File: config.mk
export PLATFORM = sky130hd
export DESIGN_NAME = csv_field_tokenizer
export DESIGN_NICKNAME = d
export VERILOG_FILES = /design/src/design/csv_tok_pkg.sv /design/src/design/csv_tok_core.sv /design/src/design/csv_tok_out_stage.sv /design/src/design/csv_field_tokenizer.sv
export SDC_FILE = /design/constraint.sdc
export NUM_CORES = 1
export LEC_CHECK = 0
export BUFFER_PORTS_ARGS = -buffer_cell sky130_fd_sc_hd__buf_4
export CORE_UTILIZATION = 35
export CTS_BUF_LIST = sky130_fd_sc_hd__clkbuf_4 sky130_fd_sc_hd__clkbuf_8
export DETAILED_ROUTE_END_ITERATION = 10
export GPL_TIMING_DRIVEN = 1
export PLACE_DENSITY = 0.57
export SLEW_MARGIN = 20
export SYNTH_ARGS = -nofsm -noshare
export SYNTH_HDL_FRONTEND = slang
export SYNTH_SLANG_ARGS = --single-unit
File: constraint.sdc
create_clock -name clk -period 2.3 [get_ports clk]
set_input_delay 0.345 -clock clk [delete_from_list [all_inputs] [get_ports clk]]
set_output_delay 0.345 -clock clk [all_outputs]
set_load 0.02 [all_outputs]
File: src/design/csv_tok_pkg.sv
// ----------------------------------------------------------------------------
// csv_tok_pkg
// Shared widths, character codes and record types for the CSV tokenizer.
// ----------------------------------------------------------------------------
package csv_tok_pkg;

  localparam int DATA_W           = 8;
  localparam int LINE_COUNT_WIDTH = 24;
  localparam int LINE_NUM_W       = 24;
  localparam int TDATA_W          = DATA_W + LINE_NUM_W;
  localparam int TUSER_W          = 3;

  localparam logic [DATA_W-1:0] CH_QUOTE   = 8'h22;
  localparam logic [DATA_W-1:0] CH_COMMA   = 8'h2C;
  localparam logic [DATA_W-1:0] CH_BSLASH  = 8'h5C;
  localparam logic [DATA_W-1:0] CH_LOWER_N = 8'h6E;
  localparam logic [DATA_W-1:0] CH_DIGIT_0 = 8'h30;
  localparam logic [DATA_W-1:0] CH_NEWLINE = 8'h0A;
  localparam logic [DATA_W-1:0] CH_NUL     = 8'h00;

  // parser state carried from beat to beat
  typedef struct packed {
    logic                        field_started;
    logic                        in_quotes;
    logic                        escape_pending;
    logic                        error_seen;
    logic [LINE_COUNT_WIDTH-1:0] line_counter;
  } tok_state_t;

  // one result beat
  typedef struct packed {
    logic                  char_valid;
    logic [DATA_W-1:0]     char_out;
    logic                  field_done;
    logic                  line_done;
    logic                  format_error;
    logic [LINE_NUM_W-1:0] line_number;
  } tok_result_t;

endpackage

File: src/design/csv_tok_core.sv
// ----------------------------------------------------------------------------
// csv_tok_core
// Per-character parse step: next parser state and the result for one byte.
// ----------------------------------------------------------------------------
module csv_tok_core import csv_tok_pkg::*; (
  input  tok_state_t        st,
  input  logic [DATA_W-1:0] data_byte,
  input  logic              last_in_line,
  input  logic              escape_enable,
  output tok_state_t        st_next,
  output tok_result_t       res
);

  logic              cv;
  logic [DATA_W-1:0] co;
  logic              fd;
  logic              ld;
  logic              fail;

  always_comb begin
    st_next = st;
    cv      = 1'b0;
    co      = CH_NUL;
    fd      = 1'b0;
    ld      = 1'b0;
    fail    = 1'b0;

    if (!st.error_seen) begin
      priority if (!st.field_started) begin
        if (data_byte == CH_QUOTE) begin
          st_next.in_quotes     = 1'b1;
          st_next.field_started = 1'b1;
          fail                  = last_in_line;
        end else if (data_byte == CH_COMMA) begin
          fd = 1'b1;                       // empty field
        end else begin
          cv                    = 1'b1;
          co                    = data_byte;
          st_next.field_started = 1'b1;
          fd                    = last_in_line;
        end
      end else if (!st.in_quotes) begin
        if (data_byte == CH_COMMA) begin
          fd                    = 1'b1;
          st_next.field_started = 1'b0;
        end else begin
          cv = 1'b1;
          co = data_byte;
          fd = last_in_line;
        end
      end else if (st.escape_pending) begin
        st_next.escape_pending = 1'b0;
        priority if (data_byte == CH_BSLASH || data_byte == CH_QUOTE) begin
          cv = 1'b1;
          co = data_byte;
        end else if (data_byte == CH_LOWER_N) begin
          cv = 1'b1;
          co = CH_NEWLINE;
        end else if (data_byte == CH_DIGIT_0) begin
          cv = 1'b1;
          co = CH_NUL;
        end else begin
          cv = 1'b0;                       // unknown escape dropped
        end
        fail = last_in_line;
      end else if (data_byte == CH_QUOTE) begin
        st_next.in_quotes = 1'b0;
        fd                = last_in_line;
      end else if (data_byte == CH_BSLASH && escape_enable) begin
        st_next.escape_pending = 1'b1;
        fail                   = last_in_line;
      end else begin
        cv   = 1'b1;
        co   = data_byte;
        fail = last_in_line;
      end

      if (fail) begin
        cv                 = 1'b0;
        co                 = CH_NUL;
        fd                 = 1'b0;
        ld                 = 1'b1;
        st_next.error_seen = 1'b1;
      end else if (last_in_line) begin
        ld                     = 1'b1;
        st_next.field_started  = 1'b0;
        st_next.in_quotes      = 1'b0;
        st_next.escape_pending = 1'b0;
        if (st.line_counter != {LINE_COUNT_WIDTH{1'b1}}) begin
          st_next.line_counter = st.line_counter + LINE_COUNT_WIDTH'(1);
        end
      end
    end
  end

  always_comb begin
    res.char_valid   = cv;
    res.char_out     = co;
    res.field_done   = fd;
    res.line_done    = ld;
    res.format_error = st_next.error_seen;
    res.line_number  = LINE_NUM_W'(st.line_counter);
  end

endmodule

File: src/design/csv_tok_out_stage.sv
// ----------------------------------------------------------------------------
// csv_tok_out_stage
// Result register with valid/ready; takes a new beat when empty or draining.
// ----------------------------------------------------------------------------
module csv_tok_out_stage import csv_tok_pkg::*; (
  input  logic        clk,
  input  logic        rst,
  input  logic        load,
  input  tok_result_t res_in,
  output logic        can_load,
  output logic        out_valid,
  input  logic        out_ready,
  output tok_result_t out_res
);

  assign can_load = !out_valid || out_ready;

  always_ff @(posedge clk) begin
    if (rst) begin
      out_valid <= 1'b0;
    end else if (can_load) begin
      out_valid <= load;
    end
  end

  always_ff @(posedge clk) begin
    if (load && can_load) begin
      out_res <= res_in;
    end
  end

endmodule

File: src/design/csv_field_tokenizer.sv
// ----------------------------------------------------------------------------
// csv_field_tokenizer - streaming CSV field tokenizer with backslash escapes
// From input beat accept to result beat valid the path is the input register,
// then the result register. Throughput: one character per cycle while the
// sink accepts; a stalled sink holds the input side.
// Reset (rst, sync, active high): parser state, line count, escape enable,
// and both stage valids clear; no clearing pass.
// ----------------------------------------------------------------------------
module csv_field_tokenizer import csv_tok_pkg::*; (
  input  logic               clk,
  input  logic               rst,
  // configuration: escape_enable
  input  logic               cfg_we,
  input  logic               cfg_wdata,
  // input stream
  input  logic               s_axis_tvalid,
  output logic               s_axis_tready,
  input  logic [DATA_W-1:0]  s_axis_tdata,   // [7:0] data_byte
  input  logic               s_axis_tlast,   // last_in_line
  // result stream
  output logic               m_axis_tvalid,
  input  logic               m_axis_tready,
  output logic [TDATA_W-1:0] m_axis_tdata,   // [7:0] char_out, [31:8] line_number
  output logic [TUSER_W-1:0] m_axis_tuser,   // [0] char_valid, [1] field_done,
                                             // [2] format_error
  output logic               m_axis_tlast    // line_done
);

  // Input register: one character waiting to be parsed.
  logic              in_valid;
  logic [DATA_W-1:0] in_byte;
  logic              in_last;

  // Parser state and config.
  tok_state_t  state;
  tok_state_t  state_next;
  logic        escape_enable;

  tok_result_t step_res;
  tok_result_t out_res;
  logic        can_load;
  logic        advance;

  // A character is parsed, and the state moves, in the cycle it leaves the
  // input register for the result register.
  assign advance       = in_valid && can_load;
  assign s_axis_tready = !in_valid || advance;

  always_ff @(posedge clk) begin
    if (rst) begin
      in_valid <= 1'b0;
    end else if (s_axis_tready) begin
      in_valid <= s_axis_tvalid;
    end
  end

  always_ff @(posedge clk) begin
    if (s_axis_tvalid && s_axis_tready) begin
      in_byte <= s_axis_tdata;
      in_last <= s_axis_tlast;
    end
  end

  always_ff @(posedge clk) begin
    if (rst) begin
      escape_enable <= 1'b0;
    end else if (cfg_we) begin
      escape_enable <= cfg_wdata;
    end
  end

  always_ff @(posedge clk) begin
    if (rst) begin
      state <= '0;
    end else if (advance) begin
      state <= state_next;
    end
  end

  csv_tok_core u_core (
    .st            (state),
    .data_byte     (in_byte),
    .last_in_line  (in_last),
    .escape_enable (escape_enable),
    .st_next       (state_next),
    .res           (step_res)
  );

  csv_tok_out_stage u_out (
    .clk       (clk),
    .rst       (rst),
    .load      (advance),
    .res_in    (step_res),
    .can_load  (can_load),
    .out_valid (m_axis_tvalid),
    .out_ready (m_axis_tready),
    .out_res   (out_res)
  );

  // Pack the result beat.
  assign m_axis_tdata = {out_res.line_number, out_res.char_out};
  assign m_axis_tuser = {out_res.format_error, out_res.field_done, out_res.char_valid};
  assign m_axis_tlast = out_res.line_done;

`ifndef NO_ASSERTIONS
  // once an error is latched it stays until reset
  a_error_sticky: assert property (@(posedge clk) disable iff (rst)
    state.error_seen |=> state.error_seen)
    else $error("error flag cleared without reset");

  // line count frozen after an error
  a_count_frozen: assert property (@(posedge clk) disable iff (rst)
    state.error_seen |=> $stable(state.line_counter))
    else $error("line count moved after error");

  // a pending escape only exists inside quotes, quotes only inside a field
  a_escape_in_quotes: assert property (@(posedge clk) disable iff (rst)
    state.escape_pending |-> state.in_quotes)
    else $error("escape pending outside quotes");

  a_quotes_in_field: assert property (@(posedge clk) disable iff (rst)
    state.in_quotes |-> state.field_started)
    else $error("quoted mode outside a field");

  // a completed field never carries the error mark
  a_field_no_error: assert property (@(posedge clk) disable iff (rst)
    (m_axis_tvalid && out_res.field_done) |-> !out_res.format_error)
    else $error("field end reported with error");
`endif

endmodule
==> metrics.txt <==
post-place setup slack around 0.046 ns; register-to-register setup slack between 0.09 and 0.1 ns; Top cell by count, worst path or4_4; Root Buffer clkbuf_8; area grow syn2layout 26.1%; Ports 53; Cell Pwr Density ~630 mW/mm2; normalized max-slew margin 54.1%; starting density of the core between 30% and 40%; hold_sp s_axis_tdata[1]; Mapped Area 0.00335 mm2; worst skew pair latency around 0.34 ns; Worst Tran Pin Value roughly 0.7 ns; CP max-delay cell or4_4; port bufs 52; RSZ-0062 raised after global routing yes; max_cap viols 0; final worst slack 0.0920 ns; Period Utilization, post-route 96.0%; Die H around 100 um; Initial DRC Count between 150 and 200; #FFs+latches synth between 70 and 80; syn nets approximately 310; Worst Hold Depth 1; setup repair bufs after CTS 0; vias in the first global route 2325; Peak VDD IR approximately 0.26 mV; fillcell total slightly below 900; TritonCTS clock tree built; async set or reset register ratio after synthesis 0%; reg2reg end state[5]$_SDFFE_PP0P_; CTS max path bufs 2; nets approximately 380; WL/cell around 14 um; DR vias roughly 2600; mean post-synth cell area 11.5 um2; TritonCTS Buffers 9; Crit Path Max Fanout 22; Yosys cell types between 50 and 60; die area around 0.01 mm2; Final Cell Area around 0.0042 mm2; Main synth FF type edfxtp_1; Peak Freq roughly 450 MHz; total power about 2.7 mW; Hold Vio Cnt, Final 0; HPWL Detailed between 4 and 5 mm; crit start category register; die span in x ~100 um; Hold EP in_byte[1]$_DFFE_PP_; first-pass GRT wire length roughly 11 mm; largest net degree at the start of global routing 36; CP required ~2.6 ns; GPL Wtd Cong 0.809; DRC 0; Final Slew Violations 0; Synthesis Warnings 0; r2r worst-path depth 6; post-route ant nets 0; Post-synth EDFFs 45; clock slew at reported path FFs ~0.080 ns; Routed WL 6.80 mm; Setup Viol. Count Final 0; Crit Path Class register to register; H-tree Lvls 3; CP Capture Type register; Area after DPL 0.00400 mm2; Total Routing Usage GR between 10% and 20%; Critical R2R Launch in_byte[7]$_DFFE_PP_; CTS Hold Buffers Added 0; drt via density around 5.1; Mapped Cells 292; layout cells sized above 1 around 32%; part of the Yosys area used for sequential elements 58.8%; critical path, cell by cell or4_4 -> o21ai_4 -> nand4_2 -> buf_12 -> or4_4 -> a21oi_2; initial antenna violation count 0; Hold Crit Class input port to register; num rows 35; status completed; Clock Skews around 0.012 ns; 1st-pass router iterations 4; Core Footprint around 0.0092 mm2; slowest stage delay, CP 0.60 ns; Antenna diodes 0; clk sinks 76; GRT Residual Overflow 0; post-route minimum period 2.21 ns; Worst Path Arrival roughly 2.5 ns; leakage power between 1 and 1.5 nW
## flip-flops by register name, indices dropped and copies added, names as in the netlist
register	cells
in_last	1
u_out.out_res	36
in_valid	1
state	28
escape_enable	1
u_out.out_valid	1
in_byte	8
## through the flow
stage | cells | TNS, ns | hold WS [ns] | utilization (%)
after detailed placement | 484 | 0 | 0.461 | 43.3
final | 500 | 0 | 0.172 | 45.7
after CTS | 500 | 0 | 0.153 | 45.3
after global routing | 500 | -0.00284 | 0.141 | 45.7
after global placement | 484 | 0 | 0.461 | 43.3
after floorplan | 292 | 0 | 0.437 | -
## how the worst max path moves through the flow
stage	cells past startpoint	endpoint	start	slack, ns
CTS	5	state[16]$_SDFFE_PP0P_	in_byte[2]$_DFFE_PP_	0.03
global route	5	state[8]$_SDFFE_PP0P_	in_byte[7]$_DFFE_PP_	-0.003
floorplan	5	u_out.out_res[29]$_SDFFCE_PP0P_	in_byte[1]$_DFFE_PP_	0.14
finish	6	state[5]$_SDFFE_PP0P_	in_byte[7]$_DFFE_PP_	0.09
global placement	5	state[6]$_SDFFE_PP0P_	in_byte[2]$_DFFE_PP_	0.08
detailed placement	5	state[6]$_SDFFE_PP0P_	in_byte[2]$_DFFE_PP_	0.05
## critical path: cells and delay by family (launching register included)
family	cells	cell delay, ns
buffers and inverters	1	0.18
and+or+nand+nor	3	1.22
DFF	1	0.39
AOI/OAI and AO/OA	2	0.35
## layer usage
metal | part of all wire, % | GRT usage [%] | wire length [um] | vias to the layer above
li1 | - | - | - | 1269
met4 | 0.66 | 6.90 | 45 | 0
met3 | 3.0 | 2.99 | 203 | 4
met5 | 0 | 0 | 0 | -
met2 | 48 | 22.6 | 3240 | 50
met1 | 49 | 19.2 | 3310 | 1236
## synthesized netlist by cell type, types with 3 or more instances
cell	number	area share, %
nand2_1	17	1.9
or4_1	12	2.7
nor2_1	17	1.9
nand3_1	12	1.8
nor4_1	5	0.93
a21oi_1	26	3.9
clkbuf_8	3	1.2
clkbuf_1	3	0.34
dfxtp_1	31	19
nor3_1	11	1.6
o21ai_0	12	1.8
mux2_2	5	1.7
or3_1	8	1.5
nor2b_1	4	0.75
edfxtp_1	45	40
nand4_1	5	0.93
o31ai_1	16	3.6
inv_1	10	1.1
and2_1	5	0.93
## kinds of logic (layout without fill, tap and decap cells)
family / count (synthesis) / in the layout / share of synthesized area [%]
AO/OA/AOI/OAI: 68 / 68 / 12.9
adder cells (fa/ha/maj): 1 / 1 / 0.373
buffers and inverters: 21 / 100 / 3.88
flip-flops: 76 / 76 / 58.9
multiplexers: 6 / 6 / 1.98
AND/OR/NAND/NOR: 120 / 120 / 22.0
## layout make-up
class	instances	area, um2	share of cell area (%)
clock buffers	11	151	3.58
clock inverters	5	35.0	0.829
inverters	10	37.5	0.888
multi-input cells	195	1290	30.5
flip-flops and latches	76	1970	46.7
well taps	129	161	3.82
repair buffers	74	581	13.7
## power by group
| part | leakage [nW] | total (mW) | internal, mW | switching, mW |
|---|---|---|---|---|
| registers | 0.666 | 1.51 | 1.49 | 0.0212 |
| logic | 0.729 | 0.210 | 0.0924 | 0.117 |
| clock network | 0.0957 | 0.943 | 0.453 | 0.490 |
## layout by cell type, fill, tap and decap left out, types with 2 or more instances in the layout
| cell | instances |
|---|---|
| and3_1 | 2 |
| clkinv_2 | 2 |
| a211oi_1 | 2 |
| nor4_1 | 3 |
| buf_12 | 2 |
| nor3_1 | 10 |
| nor3b_1 | 2 |
| and3_2 | 2 |
| nor4_2 | 2 |
| nor4b_1 | 2 |
| or4_4 | 2 |
| o31ai_1 | 15 |
| nand4b_1 | 2 |
| clkbuf_8 | 11 |
| o21ai_0 | 12 |
| nand3_1 | 12 |
| nand4_1 | 5 |
| dfxtp_1 | 31 |
| buf_4 | 72 |
| or4_1 | 11 |
| o21a_1 | 2 |
| nor2b_1 | 4 |
| or3_1 | 8 |
| edfxtp_1 | 45 |
| and2_1 | 5 |
| mux2_2 | 5 |
| nor2_1 | 16 |
| a21oi_1 | 25 |
| inv_1 | 10 |
| nand2_1 | 17 |
## what timing repair did
item / CTS / global route
resized for setup: 0 / 8
hold endpoints to repair: 0 / 0
setup endpoints to repair: 0 / 17
Note: power is estimated with default switching activity, not from simulation.
